[src/hdl/assert_macros.svh]
// Assertion macros used by the top-level RTL.
`ifndef ASSERT_MACROS_SVH
`define ASSERT_MACROS_SVH
`ifndef ASSERT_OFF
`define GCEG_ASSERT(lbl, prop) \
  lbl: assert property (@(posedge clk_i) disable iff (!rst_ni) prop) \
    else $error("assertion failed");
`define GCEG_ASSERT_NEVER(lbl, cond) \
  lbl: assert property (@(posedge clk_i) disable iff (!rst_ni) !(cond)) \
    else $error("forbidden condition seen");
`else
`define GCEG_ASSERT(lbl, prop)
`define GCEG_ASSERT_NEVER(lbl, cond)
`endif
`endif

[src/hdl/gceg_pkg.sv]
// Package: types and constants of the gamepad change event generator.
`default_nettype none
package gceg_pkg;

  localparam int ButtonCount = 16;
  localparam int AxisCount   = 4;
  localparam int TrigCount   = 2;
  localparam int EventCount  = ButtonCount + AxisCount + TrigCount;
  localparam int EventIdxW   = $clog2(EventCount);
  localparam int ButtonIdxW  = $clog2(ButtonCount);
  localparam int AxisIdxW    = $clog2(AxisCount);
  localparam int AxisW       = 16;
  localparam int TrigW       = 8;
  localparam int FullScaleW  = 15;
  localparam int DeadzoneW   = 7;
  localparam int ThreshW     = FullScaleW + DeadzoneW;
  localparam int ScaledW     = 24;
  localparam int CfgDataW    = 15;
  localparam int CfgIdxW     = 1;

  localparam logic [FullScaleW-1:0] FullScaleReset = 15'd32767;
  localparam logic [DeadzoneW-1:0]  DeadzoneReset  = 7'd10;
  localparam logic [ScaledW-1:0]    PercentScale   = 24'd100;

  typedef enum logic [CfgIdxW-1:0] {
    CfgAxisFullScale   = 1'b0,
    CfgDeadzonePercent = 1'b1
  } cfg_index_e;

  typedef enum logic [1:0] {
    KindPress   = 2'd0,
    KindRelease = 2'd1,
    KindAxis    = 2'd2,
    KindTrigger = 2'd3
  } event_kind_e;

  typedef struct packed {
    logic [15:0]        button_bits;
    logic signed [15:0] axis_zero;
    logic signed [15:0] axis_one;
    logic signed [15:0] axis_two;
    logic signed [15:0] axis_three;
    logic [7:0]         trigger_left;
    logic [7:0]         trigger_right;
  } in_req_t;

  typedef struct packed {
    event_kind_e        event_kind;
    logic [3:0]         event_index;
    logic signed [15:0] event_value;
    logic               last_event;
  } out_req_t;

  // What the compare stage hands to the emitter.
  typedef struct packed {
    logic                  valid;
    logic [EventCount-1:0] mask;
    in_req_t               report;
  } found_t;

endpackage
`default_nettype wire

[src/hdl/gceg_axis_lane.sv]
// One stick axis lane: change detect and deadzone test.
`default_nettype none
module gceg_axis_lane
  import gceg_pkg::*;
(
  input  wire logic                     clk_i,
  input  wire logic                     rst_ni,
  input  wire logic                     load_i,
  input  wire logic signed [AxisW-1:0]  axis_i,
  input  wire logic [ThreshW-1:0]       threshold_i,
  output logic                          hit_o
);

  logic [AxisW-1:0]   prev_q;
  logic               changed_q;
  logic [ScaledW-1:0] scaled_q;
  logic [AxisW:0]     ext;
  logic [AxisW:0]     mag;

  assign ext = {axis_i[AxisW-1], axis_i};
  assign mag = axis_i[AxisW-1] ? (AxisW+1)'(-ext) : ext;

  always_ff @(posedge clk_i or negedge rst_ni) begin
    if (!rst_ni) begin
      prev_q    <= '0;
      changed_q <= 1'b0;
    end else if (load_i) begin
      prev_q    <= axis_i;
      changed_q <= (axis_i != prev_q);
    end
  end

  always_ff @(posedge clk_i) begin
    if (load_i) begin
      scaled_q <= ScaledW'(mag) * PercentScale;
    end
  end

  assign hit_o = changed_q && (scaled_q > ScaledW'(threshold_i));

endmodule
`default_nettype wire

[src/hdl/gceg_emitter.sv]
// Event emitter: walks the event mask lowest first, one request per cycle unless stalled.
`default_nettype none
module gceg_emitter
  import gceg_pkg::*;
(
  input  wire logic     clk_i,
  input  wire logic     rst_ni,
  input  wire found_t   found_i,
  output logic          load_ready_o,
  output logic          out_valid_o,
  input  wire logic     out_stall_i,
  output out_req_t      out_req_o
);

  logic [EventCount-1:0] mask_q;
  in_req_t               report_q;
  logic                  o_valid_q;
  out_req_t              o_req_q;

  logic [EventCount-1:0] onehot;
  logic [EventCount-1:0] rest;
  logic [EventIdxW-1:0]  pos;
  logic [EventIdxW-1:0]  sub;
  logic                  emit;
  out_req_t              req;
  logic [AxisW-1:0]      axis_val [AxisCount];

  assign axis_val[0] = report_q.axis_zero;
  assign axis_val[1] = report_q.axis_one;
  assign axis_val[2] = report_q.axis_two;
  assign axis_val[3] = report_q.axis_three;

  assign onehot = mask_q & (~mask_q + EventCount'(1));
  assign rest   = mask_q & ~onehot;
  assign emit   = (mask_q != '0) && (!o_valid_q || !out_stall_i);
  assign load_ready_o = (mask_q == '0) || (emit && (rest == '0));

  always_comb begin
    pos = '0;
    for (int i = 0; i < EventCount; i++) begin
      if (onehot[i]) begin
        pos = pos | EventIdxW'(i);
      end
    end
  end

  always_comb begin
    req            = '0;
    sub            = '0;
    req.last_event = (rest == '0);
    if (pos < EventIdxW'(ButtonCount)) begin
      req.event_kind  = report_q.button_bits[pos[ButtonIdxW-1:0]] ? KindPress : KindRelease;
      req.event_index = 4'(pos);
    end else if (pos < EventIdxW'(ButtonCount + AxisCount)) begin
      sub             = pos - EventIdxW'(ButtonCount);
      req.event_kind  = KindAxis;
      req.event_index = 4'(sub);
      req.event_value = axis_val[sub[AxisIdxW-1:0]];
    end else begin
      sub             = pos - EventIdxW'(ButtonCount + AxisCount);
      req.event_kind  = KindTrigger;
      req.event_index = 4'(sub);
      req.event_value = sub[0] ? AxisW'(report_q.trigger_right)
                               : AxisW'(report_q.trigger_left);
    end
  end

  always_ff @(posedge clk_i or negedge rst_ni) begin
    if (!rst_ni) begin
      mask_q    <= '0;
      o_valid_q <= 1'b0;
    end else begin
      if (found_i.valid && load_ready_o) begin
        mask_q <= found_i.mask;
      end else if (emit) begin
        mask_q <= rest;
      end
      if (emit) begin
        o_valid_q <= 1'b1;
      end else if (!out_stall_i) begin
        o_valid_q <= 1'b0;
      end
    end
  end

  always_ff @(posedge clk_i) begin
    if (found_i.valid && load_ready_o) begin
      report_q <= found_i.report;
    end
    if (emit) begin
      o_req_q <= req;
    end
  end

  assign out_valid_o = o_valid_q;
  assign out_req_o   = o_req_q;

endmodule
`default_nettype wire

[src/hdl/gamepad_change_event_generator.sv]
// Top level: gamepad change event generator.
//
// Input channel in_valid_i / in_stall_o / in_req_i carries one gamepad report per
// request. Each report is compared with the previous one in parallel lanes (buttons,
// four axis lanes with deadzone test, two triggers); the changes found are emitted
// on out_valid_o / out_stall_i / out_req_o, one event request per cycle unless stalled:
// buttons in ascending order, then axes, then left and right trigger. last_event marks
// the final event of a report; a report without changes yields nothing.
// Each report passes the compare stage, then the emitter mask, then the event register.
// Throughput: one event per cycle unless stalled, set by the single emitter; the next
// report is taken while the emitter still works on the previous one.
// A stall on the output holds the event register, and the input stalls once the
// compare stage is full. Reset clears the stored report to zero, sets full scale to
// 32767 and deadzone to 10 percent. Configuration writes go through cfg_we_i.
`default_nettype none
module gamepad_change_event_generator
  import gceg_pkg::*;
(
  input  wire logic                 clk_i,
  input  wire logic                 rst_ni,
  input  wire logic                 in_valid_i,
  output logic                      in_stall_o,
  input  wire in_req_t              in_req_i,
  output logic                      out_valid_o,
  input  wire logic                 out_stall_i,
  output out_req_t                  out_req_o,
  input  wire logic                 cfg_we_i,
  input  wire logic [CfgIdxW-1:0]   cfg_index_i,
  input  wire logic [CfgDataW-1:0]  cfg_wdata_i
);

`include "assert_macros.svh"

  logic [FullScaleW-1:0] full_scale_q;
  logic [DeadzoneW-1:0]  deadzone_q;
  logic [ThreshW-1:0]    threshold;

  logic                  a_valid_q;
  in_req_t               a_report_q;
  logic [ButtonCount-1:0] prev_buttons_q;
  logic [TrigW-1:0]      prev_tl_q;
  logic [TrigW-1:0]      prev_tr_q;
  logic [ButtonCount-1:0] a_btn_diff_q;
  logic [TrigCount-1:0]  a_trig_chg_q;
  logic [AxisCount-1:0]  axis_hit;
  logic [AxisW-1:0]      axes [AxisCount];

  logic                  in_acc;
  logic                  load_ready;
  found_t                found;

  always_ff @(posedge clk_i or negedge rst_ni) begin
    if (!rst_ni) begin
      full_scale_q <= FullScaleReset;
      deadzone_q   <= DeadzoneReset;
    end else if (cfg_we_i) begin
      case (cfg_index_i)
        CfgAxisFullScale:   full_scale_q <= cfg_wdata_i[FullScaleW-1:0];
        CfgDeadzonePercent: deadzone_q   <= cfg_wdata_i[DeadzoneW-1:0];
        default: ;
      endcase
    end
  end

  assign threshold = ThreshW'(full_scale_q) * ThreshW'(deadzone_q);

  assign in_stall_o = a_valid_q && !load_ready;
  assign in_acc     = in_valid_i && !in_stall_o;

  assign axes[0] = in_req_i.axis_zero;
  assign axes[1] = in_req_i.axis_one;
  assign axes[2] = in_req_i.axis_two;
  assign axes[3] = in_req_i.axis_three;

  always_ff @(posedge clk_i or negedge rst_ni) begin
    if (!rst_ni) begin
      a_valid_q      <= 1'b0;
      prev_buttons_q <= '0;
      prev_tl_q      <= '0;
      prev_tr_q      <= '0;
      a_btn_diff_q   <= '0;
      a_trig_chg_q   <= '0;
    end else begin
      if (in_acc) begin
        a_valid_q      <= 1'b1;
        prev_buttons_q <= in_req_i.button_bits;
        prev_tl_q      <= in_req_i.trigger_left;
        prev_tr_q      <= in_req_i.trigger_right;
        a_btn_diff_q   <= in_req_i.button_bits ^ prev_buttons_q;
        a_trig_chg_q   <= {in_req_i.trigger_right != prev_tr_q,
                           in_req_i.trigger_left != prev_tl_q};
      end else if (load_ready) begin
        a_valid_q <= 1'b0;
      end
    end
  end

  always_ff @(posedge clk_i) begin
    if (in_acc) begin
      a_report_q <= in_req_i;
    end
  end

  for (genvar g = 0; g < AxisCount; g++) begin : g_axis
    gceg_axis_lane u_lane (
      .clk_i       (clk_i),
      .rst_ni      (rst_ni),
      .load_i      (in_acc),
      .axis_i      (axes[g]),
      .threshold_i (threshold),
      .hit_o       (axis_hit[g])
    );
  end

  assign found.valid  = a_valid_q;
  assign found.mask   = {a_trig_chg_q, axis_hit, a_btn_diff_q};
  assign found.report = a_report_q;

  gceg_emitter u_emitter (
    .clk_i        (clk_i),
    .rst_ni       (rst_ni),
    .found_i      (found),
    .load_ready_o (load_ready),
    .out_valid_o  (out_valid_o),
    .out_stall_i  (out_stall_i),
    .out_req_o    (out_req_o)
  );

  `GCEG_ASSERT(a_fills_on_accept, in_acc |=> a_valid_q)
  `GCEG_ASSERT_NEVER(button_value_nonzero,
    out_valid_o && (out_req_o.event_kind == KindPress ||
    out_req_o.event_kind == KindRelease) && out_req_o.event_value != '0)
  `GCEG_ASSERT_NEVER(trigger_index_range,
    out_valid_o && out_req_o.event_kind == KindTrigger && out_req_o.event_index[3:1] != '0)

endmodule
`default_nettype wire

[config.mk]
export PLATFORM = sky130hd
export DESIGN_NAME = gamepad_change_event_generator
export DESIGN_NICKNAME = d
export VERILOG_FILES = /design/src/hdl/gceg_pkg.sv /design/src/hdl/gceg_axis_lane.sv /design/src/hdl/gceg_emitter.sv /design/src/hdl/gamepad_change_event_generator.sv
export VERILOG_INCLUDE_DIRS = /design/src /design/src/hdl
export SDC_FILE = /design/constraint.sdc
export NUM_CORES = 1
export LEC_CHECK = 0
export ABC_CLOCK_PERIOD_IN_PS = 11660
export BUFFER_PORTS_ARGS = -buffer_cell sky130_fd_sc_hd__buf_2
export CAP_MARGIN = 20
export CORE_MARGIN = 1
export CORE_UTILIZATION = 65
export DETAILED_ROUTE_END_ITERATION = 8
export PLACE_DENSITY = 0.84
export SYNTH_ARGS = -nofsm -noshare
export SYNTH_HDL_FRONTEND = slang
export SYNTH_HIERARCHICAL = 1
export SYNTH_SLANG_ARGS = --single-unit
[constraint.sdc]
create_clock -name clk_i -period 11.66 [get_ports clk_i]
set_clock_uncertainty 0.2 [all_clocks]
set_input_delay 0 -clock clk_i [delete_from_list [all_inputs] [get_ports clk_i]]
set_output_delay 0 -clock clk_i [all_outputs]
set_load 0.005 [all_outputs]
==> results of run 1 <==
-- registers in the layout, summed over array words and instances (netlist names) --
| name | flops |
|---|---|
| prev_tr_q | 8 |
| u_emitter/axis_val | 64 |
| u_emitter/out_req_o | 23 |
| a_valid_q | 1 |
| deadzone_q | 7 |
| a_trig_chg_q | 2 |
| u_emitter/mask_q | 22 |
| u_emitter/out_valid_o | 1 |
| prev_buttons_q | 16 |
| full_scale_q | 15 |
| u_emitter/report_q | 32 |
| a_report_q | 96 |
| g_axis.u_lane/changed_q | 4 |
| g_axis.u_lane/prev_q | 64 |
| prev_tl_q | 8 |
| a_btn_diff_q | 16 |
| g_axis.u_lane/scaled_q | 88 |
-- stage by stage --
stage	area, sq um	util	hold WS [ns]	instances
floorplan	31500	-	-0.496	2788
global placement	32700	0.685	-0.206	3474
detailed placement	32700	0.685	-0.198	3474
CTS	36200	0.759	0.000642	3753
global route	36300	0.760	0.00197	3756
finish	36300	0.760	0.00266	3756
-- layout by cell type (no fill, tap or decap), types with 24 or more instances in the layout --
| cell | n |
|---|---|
| and2_1 | 77 |
| clkbuf_16 | 50 |
| mux2_2 | 120 |
| dfrtp_1 | 147 |
| nand4_1 | 38 |
| nor3_1 | 24 |
| nor2_1 | 83 |
| edfxtp_1 | 303 |
| xnor2_1 | 179 |
| a211oi_1 | 24 |
| a21oi_1 | 88 |
| buf_2 | 140 |
| mux2i_1 | 52 |
| inv_1 | 375 |
| xor2_1 | 74 |
| o31ai_1 | 24 |
| ha_1 | 348 |
| nand2_1 | 148 |
| o21ai_0 | 112 |
| fa_1 | 108 |
| a21o_1 | 63 |
| dlygate4sd3_1 | 184 |
-- worst min-delay path by stage --
| stage | end | slack (ns) | depth (start not counted) |
|---|---|---|---|
| floorplan | a_btn_diff_q[0] | -0.50 | 0 |
| global placement | prev_buttons_q[6] | -0.21 | 1 |
| detailed placement | prev_buttons_q[6] | -0.20 | 1 |
| CTS | prev_buttons_q[11] | 0.0006 | 3 |
| global route | a_report_q[34] | 0.002 | 2 |
| finish | a_report_q[34] | 0.003 | 2 |
-- cell usage after synthesis, types with 52 or more instances --
cell type / number / share of area
a21o_1: 63 / 0.015
a21oi_1: 88 / 0.014
and2_1: 78 / 0.016
clkbuf_1: 54 / 0.0064
dfrtp_1: 147 / 0.12
edfxtp_1: 303 / 0.29
fa_1: 108 / 0.069
ha_1: 348 / 0.14
inv_1: 376 / 0.045
mux2_2: 120 / 0.043
mux2i_1: 52 / 0.017
nand2_1: 149 / 0.018
nor2_1: 84 / 0.010
o21ai_0: 112 / 0.018
xnor2_1: 179 / 0.050
xor2_1: 74 / 0.021
-- cell families (layout without fill, tap and decap cells) --
kind of cell / after synthesis / in the layout / share of synthesized area
AOI/OAI and AO/OA: 447 / 447 / 0.0955
and+or+nand+nor: 516 / 516 / 0.0873
adders and majority gates: 458 / 458 / 0.208
muxes: 176 / 176 / 0.0614
other: 8 / 13 / 0.000954
buffers and inverters: 459 / 811 / 0.0566
DFF: 467 / 467 / 0.420
xor gates and xnor gates: 253 / 253 / 0.0704
-- worst register-to-register path: stages (launching register included) --
cell,delay (ns)
dfrtp_1,0.66
nand2_1,0.14
fa_1,0.51
fa_1,0.55
inv_1,0.06
fa_1,0.53
inv_1,0.06
fa_1,0.54
inv_1,0.04
ha_1,0.34
a21o_1,0.21
o21bai_2,0.24
o211a_1,0.27
o21ai_0,0.25
nand2_1,0.10
xor2_1,0.48
inv_1,0.10
ha_1,0.33
nand4_1,0.08
or4_1,0.51
nor4_1,0.41
o21ai_0,0.16
a41oi_1,0.25
inv_1,0.06
o21ai_0,0.16
-- per-layer routing --
metal / part of all wire / vias up
met5: 0 / -
met4: 0.056 / 0
met3: 0.075 / 300
met2: 0.49 / 1168
met1: 0.38 / 11180
li1: - / 10377
-- final cells by class --
cell class,instances,share of cell area
tap,615,0.0212
inverter,377,0.0392
antenna,1,0.0000690
multi-input combinational,1862,0.455
clock inverter,21,0.00559
sequential,467,0.365
timing repair buffer,340,0.0746
clock buffer,73,0.0402
==> out/summary.txt, run 1 <==
Num CTS Buffers -> 50
Seq/Total Area, Yosys -> 0.420
Achievable clock frequency -> 137 MHz
Worst r2r path cells -> 24
Total negative setup slack -> 0 ns
Crit Path Max Fanout -> 16
Area of the multi-input gates -> 16500 sq um
Worst Setup SP -> deadzone_q[5]
Final hold violations -> 0
Status -> completed
Fill cells -> 2863
Crit path depth -> 24
Min-delay worst type -> input pin to flop
Reg2reg setup slack -> 4.38 ns
Setup-failing EPs final -> 0
Initial detailed-routing violation count -> 2361
Number of synthesized flops with an enable pin -> 303
Max Slew Vio Count -> 0
Kind of critical path -> flop to flop
First-pass GRT wire length -> 131 mm
Slowest stage cell, crit path -> dfrtp_1
Ports -> 142
Largest net degree at the start of global routing -> 115
Worst r2r src -> deadzone_q[5]
Final WL -> 83.3 mm
Pre-CTS WS -> 4.51 ns
Detail Route Antenna Nets -> 0
Ys flop type -> edfxtp_1
Vias in the first global route -> 23.8k
Clock Latency Late Sink -> 0.62 ns
Max cap viols -> 0
CTS Hold Buffers Added -> 185
Seq cells post-synth -> 467
Gr ovfl total -> 0
Die height -> 222 um
Root cell of the clock tree -> clkbuf_16
Initial antenna violation count -> 1
Crit. End Element -> flop
Clock Path Buffers -> 3
R2r endpoint -> u_emitter/mask_q[19]
Final worst setup slack -> 4.38 ns
Cts repair resizes -> 0
Critical Path Sink -> u_emitter/mask_q[19]
Core box area -> 47700 sq um
Worst Hold Launch -> in_req_i[34]
Yosys cell types -> 90
Layout area overhead -> 15.3%
Routability Congestion -> 0.926
RSZ-0062 raised after global routing -> no
WP data arrival -> 7.60 ns
IO Port Bufs -> 141
Worst path bufs/invs -> 5
Worst-path clk slew -> 0.07 ns
Met2 Use GR -> 0.586
DR vias/cell -> 6.13
DP HPWL -> 54.6 mm
Setup bufs post-CTS -> 0
Syn Inst Count -> 2784
Slowest stage delay, CP -> 0.66 ns
Rows -> 80
Synth Cell Area -> 31500 sq um
Clock Sinks -> 467
Number of synthesis warnings -> 6
Full die area -> 49300 sq um
Wire per inst -> 22.2 um
Grt peak-use layer -> met2
Tmin final -> 7.28 ns
Tcrit/Tclk final -> 0.625
Mean Syn Cell Area -> 11.3 sq um
Total GRT Usage -> 0.341
Startpoint types -> flop
Die Wd -> 222 um
Initial Utilization -> 0.659
Register Area -> 13200 sq um
Residual DRC -> 0
Met1 GRT Util -> 0.422
Async SR Flop Fraction -> 0.351
Critical Path Most Common Cell -> inv_1
Grt met3 use -> 0.0504
Slew margin rel. -> 0.283
Fraction of layout cells with a size suffix above 1 -> 0.135
CTS tree -> done
Crit-path cells -> nand2_1, fa_1, fa_1, inv_1, fa_1, inv_1, fa_1, inv_1, ha_1, a21o_1, o21bai_2, o211a_1, o21ai_0, nand2_1, xor2_1, inv_1, ha_1, nand4_1, or4_1, nor4_1, o21ai_0, a41oi_1, inv_1, o21ai_0
Worst path top cell family by delay -> adder cells
Pre-antenna DRT Iters -> 8
WP data required -> 11.97 ns
Least-Margin Pin Slew -> 1.07 ns
Vias after detailed routing -> 23.0k
Nets -> 3671
H-tree levels -> 2
Power of run 1 is left out: the tool's default activity adds up to more than one toggle a clock period on the data nets, which glitch-free logic cannot reach.
==> run 2, diff against run 1 <==
Settings changed: ABC_CLOCK_PERIOD_IN_PS 11660 to 6450, CORE_UTILIZATION 65 to 57, PLACE_DENSITY 0.84 to 0.78.
Clock period 11.66 ns to 6.45 ns, I/O delays scaled along.
==> run 2 against run 1 <==
  * Core utilization down 6.3 points
  * Global-route usage down 5.0 points
  * Design area up 4.0%
  * Via count up 0.45%
  * Final cell count up 5.5%
  * Routed wire length down 1.9%
  * First-iteration DRC count down 20%
  * Critical path depth up 5
  * Fmax up 15%
  * Flip-flop and latch count unchanged
  * Clock-buffer cell count down 13
  * Die area up 14%
  * Highest routed layer is now met5
==> out/summary.txt, run 2 (synthesized netlist as in run 1, its figures left out) <==
Fraction of layout cells with a size suffix above 1 -> 0.184 (was 0.135)
Least-Margin Pin Slew -> 1.06 ns (was 1.07 ns)
Clock Latency Late Sink -> 0.64 ns (was 0.62 ns)
Worst path bufs/invs -> 10 (was 5)
Core box area -> 54100 sq um (was 47700 sq um)
Most flop-heavy register -> a_report_q (unchanged)
RSZ-0062 raised after global routing -> yes (was no)
Detail Route Antenna Nets -> 0 (unchanged)
Max cap viols -> 0 (unchanged)
Crit. End Element -> flop (unchanged)
Met2 Use GR -> 0.512 (was 0.586)
Total GRT Usage -> 0.292 (was 0.341)
Max Slew Vio Count -> 0 (unchanged)
Most common cell after layout, fill and taps aside -> inv_1 (unchanged)
Layout area overhead -> 19.8% (was 15.3%)
Full die area -> 56200 sq um (was 49300 sq um)
Fill cells -> 3682 (was 2863)
Worst-path clk slew -> 0.07 ns (about the same)
Nets -> 3799 (was 3671)
Slowest stage delay, CP -> 0.57 ns (was 0.66 ns)
Ports -> 142 (unchanged)
Tcrit/Tclk final -> 0.984 (was 0.625)
Initial Utilization -> 0.581 (was 0.659)
WP data arrival -> 6.59 ns (was 7.60 ns)
Critical Path Most Common Cell -> inv_1 (unchanged)
DR vias/cell -> 5.84 (was 6.13)
Vias after detailed routing -> 23.1k (was 23.0k)
Grt peak-use layer -> met2 (unchanged)
Grt met3 use -> 0.0382 (was 0.0504)
Clock Path Buffers -> 3 (unchanged)
Root cell of the clock tree -> clkbuf_16 (unchanged)
Most frequent cells in the layout -> inv_1, ha_1, edfxtp_1, dlygate4sd3_1, xnor2_1 (unchanged)
Residual DRC -> 0 (unchanged)
Die Wd -> 237 um (was 222 um)
IO Port Bufs -> 141 (unchanged)
Status -> completed (unchanged)
Num CTS Buffers -> 49 (was 50)
Max reg flops -> 96 (unchanged)
Met1 GRT Util -> 0.363 (was 0.422)
Initial detailed-routing violation count -> 1893 (was 2361)
Crit Path Max Fanout -> 6 (was 16)
Kind of critical path -> flop to flop (unchanged)
H-tree levels -> 2 (unchanged)
CTS tree -> done (unchanged)
Gr ovfl total -> 0 (unchanged)
Vias in the first global route -> 23.8k (about the same)
Register Area -> 13200 sq um (about the same)
Tmin final -> 6.35 ns (was 7.28 ns)
Achievable clock frequency -> 158 MHz (was 137 MHz)
Routability Congestion -> 0.906 (was 0.926)
Largest net degree at the start of global routing -> 65 (was 115)
Initial antenna violation count -> 5 (was 1)
Die height -> 237 um (was 222 um)
Finished Core Util -> 0.697 (was 0.760)
Wire per inst -> 20.6 um (was 22.2 um)
Final WL -> 81.7 mm (was 83.3 mm)
Clock Sinks -> 467 (unchanged)
Setup-failing EPs final -> 0 (unchanged)
Biggest regs -> a_report_q (96), g_axis.u_lane/scaled_q (88) (unchanged)
Slew margin rel. -> 0.291 (was 0.283)
First-pass GRT wire length -> 128 mm (was 131 mm)
WP data required -> 6.70 ns (was 11.97 ns)
Startpoint types -> flop (unchanged)
Rows -> 85 (was 80)
Slowest stage cell, crit path -> dfstp_2 (was dfrtp_1)
Worst path top cell family by delay -> adder cells (unchanged)
Area of the multi-input gates -> 16900 sq um (was 16500 sq um)
DP HPWL -> 56.6 mm (was 54.6 mm)
Pre-antenna DRT Iters -> 8 (unchanged)
Final hold violations -> 0 (unchanged)
Min-delay worst type -> input pin to flop (unchanged)
-- run 2: per-stage QoR --
| stage | hold slack, ns | TNS, ns | area, sq um | std cells | setup WS (ns) |
|---|---|---|---|---|---|
| finish | 0.0107 | 0 | 37700 | 3963 | 0.104 |
| global route | 0.00340 | -0.351 | 37700 | 3963 | -0.165 |
| CTS | 0.00162 | 0 | 37300 | 3953 | 0.000820 |
| detailed placement | -0.0570 | -0.277 | 33800 | 3673 | -0.239 |
| global placement | -0.0613 | -0.233 | 33800 | 3672 | -0.167 |
| floorplan | -0.496 | 0 | 31500 | 2788 | 0.000585 |
-- run 2: layout make-up --
type	instances	area share
inverters	377	0.0376
diodes	2	0.000133
flip-flops and latches	467	0.351
well taps	696	0.0231
clock inverters	30	0.00756
multi-input cells	1862	0.447
repair buffers	469	0.100
clock buffers	60	0.0339
-- run 2: worst min-delay path, delay by kind of cell --
| kind | cells | cell delay, ns |
|---|---|---|
| multiplexers | 1 | 0.15 |
| buffers and inverters | 2 | 0.67 |
-- run 2: per-layer routing --
metal	vias up	part of all wire	routed length, um
met4	6	0.044	3640
met5	-	0.00050	41
met2	837	0.50	40900
met3	221	0.059	4800
met1	11432	0.40	32300
li1	10633	-	-
-- run 2: final timing paths --
kind                                      from                     endpoint  slack [ns]  cells past startpoint
worst max-delay path             deadzone_q[1]         u_emitter/mask_q[18]        0.10                     29
worst min-delay path               in_req_i[7]                 prev_tr_q[7]        0.01                      3
worst max register to register   deadzone_q[1]         u_emitter/mask_q[18]        0.10                     29
worst min register to register  a_report_q[79]       u_emitter/axis_val[63]        0.22                      0
max in group asynchronous               rst_ni  g_axis[1].u_lane/prev_q[14]        4.87                      4
min in group asynchronous               rst_ni             full_scale_q[13]        0.48                      3
-- run 2: what timing repair did --
| action | 4_1_cts | 5_1_grt |
|---|---|---|
| gates resized for setup | 9 | 71 |
| pin swaps | 15 | 58 |
| hold endpoints to repair | 353 | 0 |
| hold buffers | 190 | 0 |
| setup buffers | 0 | 8 |
| endpoints found under the setup margin | 4 | 4 |
| gates cloned | 0 | 0 |
Power of run 2 is left out for the same reason.
